`config.mk`:
```
export PLATFORM = sky130hd
export DESIGN_NAME = audio_compressor_noise_gate_core
export DESIGN_NICKNAME = d
export VERILOG_FILES = /design/src/acng_pkg.sv /design/src/audio_compressor_noise_gate_core.sv
export VERILOG_INCLUDE_DIRS = /design/src /design/src/src
export SDC_FILE = /design/constraint.sdc
export NUM_CORES = 2
export LEC_CHECK = 0
export ABC_CLOCK_PERIOD_IN_PS = 13100
export BUFFER_PORTS_ARGS = -buffer_cell sky130_fd_sc_hd__buf_2
export CORE_UTILIZATION = 30
export DETAILED_ROUTE_END_ITERATION = 12
export HOLD_SLACK_MARGIN = 0.1
export PLACE_DENSITY_LB_ADDON = 0.15
export SYNTH_ARGS = -nofsm -noshare
export SYNTH_HDL_FRONTEND = slang
export SYNTH_SLANG_ARGS = --single-unit
```
`constraint.sdc`:
```
create_clock -name clk -period 13.1 [get_ports clk]
set_clock_uncertainty 0.1 [all_clocks]
set_input_delay 0 -clock clk [delete_from_list [all_inputs] [get_ports clk]]
set_output_delay 0 -clock clk [all_outputs]
set_load 0.01 [all_outputs]
```
`src/audio_compressor_noise_gate_core_assert.svh`:
```
// Assertion macros for the compressor / noise gate core.
// Included by the top level; no other dependencies.
`ifndef AUDIO_COMPRESSOR_NOISE_GATE_CORE_ASSERT_SVH
`define AUDIO_COMPRESSOR_NOISE_GATE_CORE_ASSERT_SVH
`ifndef SYNTH
`define ACNG_ASSERT(lbl, clk, rstn, prop) \
	lbl: assert property (@(posedge clk) disable iff (!rstn) prop) \
		else $error("acng assertion failed");
`define ACNG_ASSERT_NEXT(lbl, clk, rstn, pre, post) \
	lbl: assert property (@(posedge clk) disable iff (!rstn) (pre) |=> (post)) \
		else $error("acng assertion failed");
`else
`define ACNG_ASSERT(lbl, clk, rstn, prop)
`define ACNG_ASSERT_NEXT(lbl, clk, rstn, pre, post)
`endif
`endif

```
`src/acng_pkg.sv`:
```
// Shared constants and types for the compressor / noise gate core.
// No dependencies.
`default_nettype none
package acng_pkg;
	localparam int CHANNELS = 8;
	localparam int CH_IDX_W = (CHANNELS > 1) ? $clog2(CHANNELS) : 1;
	localparam int MUL_A_W  = 33;
	localparam int MUL_B_W  = 24;
	localparam int PROD_W   = MUL_A_W + MUL_B_W;

	localparam logic [23:0] ONE_Q23          = 24'h800000;
	localparam logic [23:0] HALF_Q23         = 24'h400000;
	localparam logic [23:0] MAX_POS_Q23      = 24'h7FFFFF;
	localparam logic [23:0] ENV_EPS          = 24'd8;
	localparam logic [18:0] THR_BASE_Q16     = 19'd130624;
	localparam logic [18:0] THR_SPAN_Q16     = 19'd304788;
	localparam logic [14:0] LOG_CORR         = 15'd22282;
	localparam logic [14:0] EXP_CORR         = 15'd22479;
	localparam logic [20:0] TENTH_DB_TO_LOG2 = 21'd1114654;
	localparam logic [18:0] DIV_BASE         = 19'd131072;
	localparam logic [16:0] SLOPE_RESET      = 17'd52429;

	typedef enum logic [2:0] {
		CFG_MODE       = 3'd0,
		CFG_COMP_ATK   = 3'd1,
		CFG_COMP_REL   = 3'd2,
		CFG_GATE_ATK   = 3'd3,
		CFG_GATE_REL   = 3'd4,
		CFG_SUSTAIN    = 3'd5,
		CFG_MAKEUP     = 3'd6,
		CFG_GATE_THR   = 3'd7
	} cfg_idx_t;

	typedef logic [23:0] q23_t;
endpackage
`default_nettype wire

```
`src/audio_compressor_noise_gate_core.sv`:
```
// Feedforward peak compressor and noise gate, top level.
// Depends on acng_pkg and audio_compressor_noise_gate_core_assert.svh.
//
// One sample at a time runs through a sequencer around one shared 33x24
// multiplier, one product per cycle. The output takes longest in compressor
// mode when the level is over threshold, less when it is not, and least in
// gate mode. The next sample can be taken, at the earliest, in the cycle
// after the output register loads. A channel out of range passes through
// unprocessed. A stalled output holds the sequencer in its last state until
// the output register frees up. A write of sustain starts the slope
// division; no sample is taken until it completes.
`default_nettype none
module audio_compressor_noise_gate_core (
	input  wire logic               clk,
	input  wire logic               arst_n,
	input  wire logic               in_valid,
	output logic                    in_ready,
	input  wire logic [2:0]         channel,
	input  wire logic signed [23:0] sample_in,
	input  wire logic               block_end,
	output logic                    out_valid,
	input  wire logic               out_ready,
	output logic signed [23:0]      sample_out,
	output logic [2:0]              channel_out,
	output logic                    block_end_out,
	input  wire logic               cfg_we,
	input  wire logic [2:0]         cfg_index,
	input  wire logic [15:0]        cfg_wdata
);
	`include "audio_compressor_noise_gate_core_assert.svh"

	typedef enum logic [4:0] {
		S_IDLE, S_E1, S_E2, S_E3, S_N16, S_N8, S_N4, S_N2, S_N1,
		S_L1, S_L2, S_L3, S_O1, S_O2, S_GA1, S_GA2, S_XA, S_XB, S_XC,
		S_GT, S_G1, S_G2, S_G3, S_M1, S_M2, S_M3, S_M4, S_DONE
	} state_t;

	// configuration
	logic        mode_q;
	logic [15:0] comp_atk_q, comp_rel_q, gate_atk_q, gate_rel_q, sustain_q, makeup_q;
	logic signed [10:0] gate_thr_q;

	// slope divider
	logic        div_busy_q;
	logic [19:0] div_r_q;
	logic [18:0] div_d_q;
	logic [15:0] div_q_q;
	logic [4:0]  div_cnt_q;
	logic [16:0] slope_q;
	logic [19:0] div_r2;
	logic        div_ge;
	logic [15:0] div_q_next;

	// sequencer and datapath
	state_t      state_q;
	logic [2:0]  ch_q;
	logic [23:0] raw_q, mag_q;
	logic        neg_q, be_q, pass_q;
	acng_pkg::q23_t env_w_q, gain_w_q, tgt_q, a_q, x_q;
	logic [15:0] coef_q, f_q;
	logic [40:0] acc_q;
	logic [acng_pkg::PROD_W-1:0] prod_q;
	logic [4:0]  sh_q, i_q;
	logic [18:0] thr_q;
	logic [19:0] over_q;
	logic [20:0] exp_e_q;
	logic [16:0] y_q;
	logic [28:0] res_q;
	acng_pkg::q23_t env_mem_q [acng_pkg::CHANNELS];
	acng_pkg::q23_t gain_mem_q [acng_pkg::CHANNELS];
	logic        out_valid_q;
	logic [23:0] sample_out_q;
	logic [2:0]  channel_out_q;
	logic        block_end_out_q;

	logic [acng_pkg::MUL_A_W-1:0] mul_a;
	logic [acng_pkg::MUL_B_W-1:0] mul_b;
	logic [acng_pkg::CH_IDX_W-1:0] ch_idx, in_idx;
	logic        in_range;
	logic [23:0] in_raw, in_mag;
	logic [16:0] coef_inv;
	logic [40:0] op_sum;
	acng_pkg::q23_t op_new;
	logic [12:0] corr;
	logic [19:0] lvl_pos;
	logic [20:0] lvl_neg;
	logic [36:0] ovr_round;
	logic [15:0] exp_fr;
	logic [16:0] exp_y;
	logic [17:0] exp_m;
	logic [23:0] exp_mm, exp_res;
	logic [10:0] gate_e;
	logic        gt_target;
	logic [48:0] a_sum;
	logic [57:0] r_sum;
	logic [28:0] sat_mag;
	logic [23:0] sat_val;
	logic        out_free;

	assign in_ready = (state_q == S_IDLE) && !div_busy_q;
	assign out_valid = out_valid_q;
	assign sample_out = $signed(sample_out_q);
	assign channel_out = channel_out_q;
	assign block_end_out = block_end_out_q;

	assign ch_idx   = acng_pkg::CH_IDX_W'(ch_q);
	assign in_idx   = acng_pkg::CH_IDX_W'(channel);
	assign in_range = (32'(channel) < 32'(acng_pkg::CHANNELS));
	assign in_raw   = $unsigned(sample_in);
	assign in_mag   = in_raw[23] ? (24'd0 - in_raw) : in_raw;

	assign coef_inv = 17'd65536 - {1'b0, coef_q};
	assign op_sum   = acc_q + prod_q[40:0] + 41'd32768;
	assign op_new   = op_sum[39:16];

	assign corr    = prod_q[44:32];
	assign lvl_pos = 20'(f_q) + 20'(corr) + 20'(thr_q);
	assign lvl_neg = {sh_q, 16'd0};
	assign ovr_round = prod_q[36:0] + 37'd32768;

	assign exp_fr  = exp_e_q[15:0];
	assign exp_y   = 17'd65536 - {1'b0, exp_fr};
	assign exp_m   = 18'd65536 + 18'(y_q) - 18'(prod_q[44:32]);
	assign exp_mm  = {exp_m, 6'd0};
	assign exp_res = (i_q >= 5'd24) ? 24'd0 : (exp_mm >> i_q);

	assign gate_e = gate_thr_q[10] ? (11'd0 - $unsigned(gate_thr_q)) : 11'd0;

	always_comb begin
		gt_target = (gain_w_q >= acng_pkg::HALF_Q23);
		if (env_w_q >= tgt_q) gt_target = 1'b1;
		if (env_w_q < (tgt_q >> 1)) gt_target = 1'b0;
	end

	assign a_sum = 49'(prod_q[47:0]) + 49'(24'h400000);
	assign r_sum = 58'(prod_q) + 58'(28'h8000000);

	always_comb begin
		if (neg_q) sat_mag = (res_q > 29'(acng_pkg::ONE_Q23)) ? 29'(acng_pkg::ONE_Q23) : res_q;
		else sat_mag = (res_q > 29'(acng_pkg::MAX_POS_Q23)) ? 29'(acng_pkg::MAX_POS_Q23) : res_q;
		sat_val = neg_q ? (24'd0 - sat_mag[23:0]) : sat_mag[23:0];
	end

	assign out_free = !out_valid_q || out_ready;

	// shared multiplier operand select
	always_comb begin
		mul_a = '0;
		mul_b = '0;
		case (state_q)
			S_E1: begin mul_a = 33'(coef_q); mul_b = env_w_q; end
			S_E2: begin mul_a = 33'(coef_inv); mul_b = mag_q; end
			S_E3: begin mul_a = 33'(acng_pkg::THR_SPAN_Q16); mul_b = 24'(sustain_q); end
			S_L1: begin mul_a = 33'(f_q); mul_b = 24'(17'd65536 - {1'b0, f_q}); end
			S_L2: begin mul_a = prod_q[32:0]; mul_b = 24'(acng_pkg::LOG_CORR); end
			S_O1: begin mul_a = 33'(over_q); mul_b = 24'(slope_q); end
			S_GA1: begin mul_a = 33'(acng_pkg::TENTH_DB_TO_LOG2); mul_b = 24'(gate_e); end
			S_XA: begin mul_a = 33'(exp_y); mul_b = 24'(exp_fr); end
			S_XB: begin mul_a = prod_q[32:0]; mul_b = 24'(acng_pkg::EXP_CORR); end
			S_G1: begin mul_a = 33'(coef_q); mul_b = gain_w_q; end
			S_G2: begin mul_a = 33'(coef_inv); mul_b = tgt_q; end
			S_M1: begin mul_a = 33'(mag_q); mul_b = gain_w_q; end
			S_M2: begin mul_a = 33'(17'd65536 + {1'b0, sustain_q}); mul_b = 24'(makeup_q); end
			S_M3: begin mul_a = prod_q[32:0]; mul_b = a_q; end
			default: begin mul_a = '0; mul_b = '0; end
		endcase
	end

	// configuration registers
	always_ff @(posedge clk or negedge arst_n) begin
		if (!arst_n) begin
			mode_q     <= 1'b0;
			comp_atk_q <= 16'd65262;
			comp_rel_q <= 16'd65528;
			gate_atk_q <= 16'd64177;
			gate_rel_q <= 16'd65399;
			sustain_q  <= 16'd32768;
			makeup_q   <= 16'd4096;
			gate_thr_q <= -11'sd600;
		end else if (cfg_we) begin
			case (cfg_index)
				acng_pkg::CFG_MODE:     mode_q     <= cfg_wdata[0];
				acng_pkg::CFG_COMP_ATK: comp_atk_q <= cfg_wdata;
				acng_pkg::CFG_COMP_REL: comp_rel_q <= cfg_wdata;
				acng_pkg::CFG_GATE_ATK: gate_atk_q <= cfg_wdata;
				acng_pkg::CFG_GATE_REL: gate_rel_q <= cfg_wdata;
				acng_pkg::CFG_SUSTAIN:  sustain_q  <= cfg_wdata;
				acng_pkg::CFG_MAKEUP:   makeup_q   <= cfg_wdata;
				acng_pkg::CFG_GATE_THR: gate_thr_q <= $signed(cfg_wdata[10:0]);
				default: ;
			endcase
		end
	end

	// slope = 65536 - 2^32 / (131072 + 6*sustain), restoring, one bit a cycle
	assign div_r2     = {div_r_q[18:0], 1'b0};
	assign div_ge     = (div_r2 >= {1'b0, div_d_q});
	assign div_q_next = {div_q_q[14:0], div_ge};

	always_ff @(posedge clk or negedge arst_n) begin
		if (!arst_n) begin
			div_busy_q <= 1'b0;
			div_r_q    <= '0;
			div_d_q    <= '0;
			div_q_q    <= '0;
			div_cnt_q  <= '0;
			slope_q    <= acng_pkg::SLOPE_RESET;
		end else if (cfg_we && (cfg_index == acng_pkg::CFG_SUSTAIN)) begin
			div_busy_q <= 1'b1;
			div_d_q    <= acng_pkg::DIV_BASE + {1'b0, cfg_wdata, 2'b00} + {2'b00, cfg_wdata, 1'b0};
			div_r_q    <= 20'd65536;
			div_q_q    <= '0;
			div_cnt_q  <= 5'd16;
		end else if (div_busy_q) begin
			div_r_q   <= div_ge ? (div_r2 - {1'b0, div_d_q}) : div_r2;
			div_q_q   <= div_q_next;
			div_cnt_q <= div_cnt_q - 5'd1;
			if (div_cnt_q == 5'd1) begin
				div_busy_q <= 1'b0;
				slope_q    <= 17'd65536 - {1'b0, div_q_next};
			end
		end
	end

	// sequencer, per-channel state and output register
	always_ff @(posedge clk or negedge arst_n) begin
		if (!arst_n) begin
			state_q <= S_IDLE;
			ch_q <= '0; raw_q <= '0; mag_q <= '0; neg_q <= 1'b0; be_q <= 1'b0; pass_q <= 1'b0;
			env_w_q <= '0; gain_w_q <= '0; tgt_q <= '0; a_q <= '0; x_q <= '0;
			coef_q <= '0; f_q <= '0; acc_q <= '0; prod_q <= '0; sh_q <= '0; i_q <= '0;
			thr_q <= '0; over_q <= '0; exp_e_q <= '0; y_q <= '0; res_q <= '0;
			for (int k = 0; k < acng_pkg::CHANNELS; k++) begin
				env_mem_q[k]  <= '0;
				gain_mem_q[k] <= acng_pkg::ONE_Q23;
			end
			out_valid_q <= 1'b0;
			sample_out_q <= '0;
			channel_out_q <= '0;
			block_end_out_q <= 1'b0;
		end else begin
			prod_q <= mul_a * mul_b;
			if (out_valid_q && out_ready && (state_q != S_DONE)) out_valid_q <= 1'b0;
			case (state_q)
				S_IDLE: begin
					if (in_valid && in_ready) begin
						ch_q   <= channel;
						raw_q  <= in_raw;
						mag_q  <= in_mag;
						neg_q  <= in_raw[23];
						be_q   <= block_end;
						pass_q <= !in_range;
						if (in_range) begin
							env_w_q  <= env_mem_q[in_idx];
							gain_w_q <= gain_mem_q[in_idx];
							if (mode_q) coef_q <= (in_mag > env_mem_q[in_idx]) ? gate_atk_q : gate_rel_q;
							else coef_q <= (in_mag > env_mem_q[in_idx]) ? comp_atk_q : comp_rel_q;
							state_q <= S_E1;
						end else begin
							state_q <= S_DONE;
						end
					end
				end
				S_E1: state_q <= S_E2;
				S_E2: begin
					acc_q   <= prod_q[40:0];
					state_q <= S_E3;
				end
				S_E3: begin
					env_w_q <= op_new;
					env_mem_q[ch_idx] <= op_new;
					x_q     <= op_new + acng_pkg::ENV_EPS;
					sh_q    <= '0;
					coef_q  <= comp_atk_q;
					state_q <= mode_q ? S_GA1 : S_N16;
				end
				S_N16: begin
					thr_q <= acng_pkg::THR_BASE_Q16 + prod_q[34:16];
					if (x_q[23:8] == '0) begin
						x_q <= {x_q[7:0], 16'd0};
						sh_q <= sh_q + 5'd16;
					end
					state_q <= S_N8;
				end
				S_N8: begin
					if (x_q[23:16] == '0) begin
						x_q <= {x_q[15:0], 8'd0};
						sh_q <= sh_q + 5'd8;
					end
					state_q <= S_N4;
				end
				S_N4: begin
					if (x_q[23:20] == '0) begin
						x_q <= {x_q[19:0], 4'd0};
						sh_q <= sh_q + 5'd4;
					end
					state_q <= S_N2;
				end
				S_N2: begin
					if (x_q[23:22] == '0) begin
						x_q <= {x_q[21:0], 2'd0};
						sh_q <= sh_q + 5'd2;
					end
					state_q <= S_N1;
				end
				S_N1: begin
					if (!x_q[23]) begin
						x_q <= {x_q[22:0], 1'b0};
						sh_q <= sh_q + 5'd1;
						f_q <= x_q[21:6];
					end else begin
						f_q <= x_q[22:7];
					end
					state_q <= S_L1;
				end
				S_L1: state_q <= S_L2;
				S_L2: state_q <= S_L3;
				S_L3: begin
					if ({1'b0, lvl_pos} > lvl_neg) begin
						over_q  <= lvl_pos - lvl_neg[19:0];
						state_q <= S_O1;
					end else begin
						tgt_q   <= acng_pkg::ONE_Q23;
						state_q <= S_G1;
					end
				end
				S_O1: state_q <= S_O2;
				S_O2: begin
					exp_e_q <= ovr_round[36:16];
					state_q <= S_XA;
				end
				S_GA1: state_q <= S_GA2;
				S_GA2: begin
					exp_e_q <= prod_q[30:10];
					state_q <= S_XA;
				end
				S_XA: begin
					y_q <= exp_y;
					i_q <= exp_e_q[20:16];
					state_q <= S_XB;
				end
				S_XB: state_q <= S_XC;
				S_XC: begin
					tgt_q   <= exp_res;
					state_q <= mode_q ? S_GT : S_G1;
				end
				S_GT: begin
					// tgt_q holds the open level here
					tgt_q  <= gt_target ? acng_pkg::ONE_Q23 : 24'd0;
					coef_q <= (gt_target && (acng_pkg::ONE_Q23 > gain_w_q)) ? gate_atk_q
						: gate_rel_q;
					state_q <= S_G1;
				end
				S_G1: state_q <= S_G2;
				S_G2: begin
					acc_q   <= prod_q[40:0];
					state_q <= S_G3;
				end
				S_G3: begin
					gain_w_q <= op_new;
					gain_mem_q[ch_idx] <= op_new;
					state_q <= S_M1;
				end
				S_M1: state_q <= S_M2;
				S_M2: begin
					a_q <= a_sum[46:23];
					if (mode_q) begin
						res_q   <= 29'(a_sum[46:23]);
						state_q <= S_DONE;
					end else begin
						state_q <= S_M3;
					end
				end
				S_M3: state_q <= S_M4;
				S_M4: begin
					res_q   <= r_sum[56:28];
					state_q <= S_DONE;
				end
				S_DONE: begin
					if (out_free) begin
						out_valid_q     <= 1'b1;
						sample_out_q    <= pass_q ? raw_q : sat_val;
						channel_out_q   <= ch_q;
						block_end_out_q <= be_q;
						state_q         <= S_IDLE;
					end
				end
				default: state_q <= S_IDLE;
			endcase
		end
	end

	`ACNG_ASSERT_NEXT(a_busy_after_transfer, clk, arst_n, in_valid && in_ready, !in_ready)
	`ACNG_ASSERT(a_no_take_while_div, clk, arst_n, div_busy_q |-> !in_ready)
	`ACNG_ASSERT_NEXT(a_done_holds, clk, arst_n,
		(state_q == S_DONE) && out_valid_q && !out_ready, state_q == S_DONE)
	`ACNG_ASSERT_NEXT(a_done_loads_out, clk, arst_n,
		(state_q == S_DONE) && out_free, out_valid_q && (state_q == S_IDLE))
endmodule
`default_nettype wire
```
==> impl_metrics.tcl <==
set metrics [dict create \
    cts_buffers 118 \
    required_ns 13.62 \
    dr.pass1.iters 8 \
    synth_edf_count 0 \
    viasPerCell 5.250 \
    dp_hpwl_um 253200 \
    nNetsFinal 10090 \
    wl_um 332100 \
    syn_inst 8877 \
    die_w_um 521.4 \
    wire_per_inst_um 26.42 \
    synth_nets 10060 \
    path_class "reg2reg" \
    fin_crit_sh_pct 90.41 \
    grt_max_degree 176 \
    grt_pass1_wl_um 485800 \
    slowest_stage "dfrtp_1" \
    cts.sinks 993 \
    finalMaxSlewViolations 0 \
    path_max_fanout 31 \
    synth_area_leaders "dfrtp_1 (28%), fa_1 (17%), nand2_1 (7.4%)" \
    reg2reg_slack_ns 1.26 \
    yosysSeqAreaShare_pct 30.82 \
    cts_setup_buffers 0 \
    totalPowerFinal_uw 22930 \
    ant_nets 0 \
    avgSynthCellArea_um2 9.116 \
    period_minus_slack_ns 11.84 \
    final_util_pct 34.20 \
    endpoint_kind "flop" \
    h-tree-depth 3 \
    clkTransAtPathRegs_ns 0.06 \
    io_buffers 81 \
    synth_top_area_cell "dfrtp_1" \
    status "complete, no violations" \
    antenna_found_initial 11 \
    final_area_um2 91720 \
    slew_headroom_pct 10.75 \
    critPathLaunchType "flop" \
    multiInputGateArea_um2 50690 \
    rows 190 \
    first_global_vias 66860 \
    dpl-instance-area_um2 85900 \
    finalSetupViolations 0 \
    ff_latch_area_um2 24950 \
    max_freq_ghz 0.08443 \
    max_stage_delay_ns 0.85 \
    die_h_um 521.4 \
    ios 82 \
    synth_seq_cells 993 \
    routabilityCongestion 0.9874 \
    peakVddDrop_mv 0.1802 \
    vias 65990 \
    root_buffer "clkbuf_16" \
    drive_above_1_share_pct 10.48 \
    yosysUniqueCellTypes 91 \
    synth-main-ff-cell "dfrtp_1" \
    hold_viol_final 0 \
    areaGrowthSynthToFinish_pct 13.33 \
    core_um2 268200 \
    p_leak_uw 0.04219 \
    drc_errors 0 \
    drt_iter0_drc 5737 \
    cts_tree "done" \
    setup_tns_ns 0 \
    gr-total-overflow 0 \
    pwr_density_cell_nw_per_um2 250.0 \
    yosysWarnings 0 \
    fillers 27710 \
    die_area_um2 271800 \
    worst_path_most_repeated_cell "fa_1" \
    async_flop_share_pct 100.0 \
    cap_viol_max_count 0 \
    netlist_area_um2 80930 \
    clk_path_buf_depth 3 \
    start_util_pct 30.18 \
    cp.arrival_ns 12.37 \
    worst_pin_slew_ns 1.329 \
    rsz0062_at_grt "no" \
    yosysTopAreaCellShare_pct 28.42 \
    clk_latency_ns 0.80 \
    grtUsageTotal_pct 24.50 \
    hp-class "in2reg" \
]
[sequential cells by signal (all words and copies together), names as in the netlist, 18 cells and up]
| signal | cells |
|---|---|
| env_mem_q | 192 |
| exp_e_q | 21 |
| sample_out | 24 |
| over_q | 20 |
| prod_q | 57 |
| acc_q | 40 |
| tgt_q | 24 |
| gain_mem_q | 192 |
| x_q | 24 |
| gain_w_q | 24 |
| mag_q | 24 |
| thr_q | 19 |
| env_w_q | 24 |
| res_q | 29 |
| a_q | 24 |
| div_r_q | 18 |
[per-layer routing]
metal,vias up,wire (um),GRT usage (%),share of wire [%]
met1,33780,147600,33.46,44
met5,-,43,0,0.013
met2,2046,149400,38.63,45
met4,6,16480,10.53,5.0
met3,514,18560,3.503,5.6
li1,29640,-,-,-
[Yosys cell counts, drive strengths merged (33+ instances only)]
library cell and instances:
a222oi 33, clkbuf 493, mux4 106, a31oi 64, a221oi 49, dfrtp 919, and3 49, nand4 41
nand2b 65, o21a 33, xnor2 201, nand2 1601, buf 44, o221ai 36, dfstp 74, o31ai 40
ha 431, xor2 85, nor2 510, inv 1001, o21ai 733, nor3 116, a21oi 311, fa 698
nand3 118, a211oi 47, a22oi 68, and2 55, mux2i 123, a21o 79, mux2 155, or3 41
nor2b 69
[where the power goes]
group	leakage, uW	internal (uW)	total [uW]	switching, uW
logic	0.0271	4650	14000	9320
clock network	0.00206	2110	3600	1490
registers	0.0130	4000	5360	1360
[cell families after synthesis]
| group | count (synthesis) | share of synthesized area [%] |
|---|---|---|
| compound gates | 1723 | 13.22 |
| xor+xnor | 286 | 3.095 |
| fa+ha+maj | 1129 | 23.93 |
| buf+inv | 1546 | 7.191 |
| flops | 993 | 30.82 |
| mux | 384 | 6.628 |
| simple gates | 2816 | 15.11 |
[worst paths after layout]
check / from / to / depth (start not counted)
setup / recovery: state_q[2]$_DFFE_PN0P_ / prod_q[55]$_DFF_PN0_ / 30
hold / removal: cfg_wdata[2] / comp_atk_q[2]$_DFFE_PN1P_ / 3
setup reg to reg: state_q[2]$_DFFE_PN0P_ / prod_q[55]$_DFF_PN0_ / 30
hold reg to reg: sample_out[3]$_DFFE_PN0P_ / sample_out[3]$_DFFE_PN0P_ / 2
max in group asynchronous: arst_n / sample_out[20]$_DFFE_PN0P_ / 6
min in group asynchronous: arst_n / gain_mem_q[119]$_DFFE_PN1P_ / 3
[cell usage in the layout (no fill, tap or decap), types with 155 or more instances in the layout]
cell,synthesis,final
nand2_1,1601,1598
inv_1,1001,1001
dfrtp_1,919,916
o21ai_0,725,725
fa_1,698,698
nor2_1,510,505
ha_1,431,431
a21oi_1,311,309
buf_4,0,211
xnor2_1,201,187
mux2_2,155,155
[critical path: cells and delay by family (launching register included)]
| kind | cells | cell delay (ns) |
|---|---|---|
| xor+xnor | 1 | 0.16 |
| compound gates | 7 | 2.34 |
| buf+inv | 6 | 0.74 |
| fa+ha+maj | 8 | 4.00 |
| simple gates | 8 | 3.46 |
| flops | 1 | 0.85 |
[stage by stage]
stage | setup slack, ns | hold slack [ns] | std cells
floorplan | 3.471 | -0.3956 | 8877
global placement | 1.459 | -0.04218 | 12180
detailed placement | 1.411 | -0.03127 | 12180
CTS | 1.311 | 0.1025 | 12560
global route | 0.6384 | 0.1505 | 12560
finish | 1.256 | 0.1579 | 12570
[final cells by class]
cell class / count / share of cell area (%)
Antenna cell: 10 / 0.02728
Sequential cell: 993 / 27.20
Timing Repair Buffer: 446 / 3.919
Tap cell: 3552 / 4.846
Clock inverter: 50 / 0.8567
Clock buffer: 173 / 3.761
Multi-Input combinational cell: 6338 / 55.27
Inverter: 1008 / 4.125
[timing repair]
action                    4_1_cts  5_1_grt
gates resized for setup         0        0
hold buffers                  154        0
hold endpoints to repair      569        0
(Power assumes the default switching activity.)
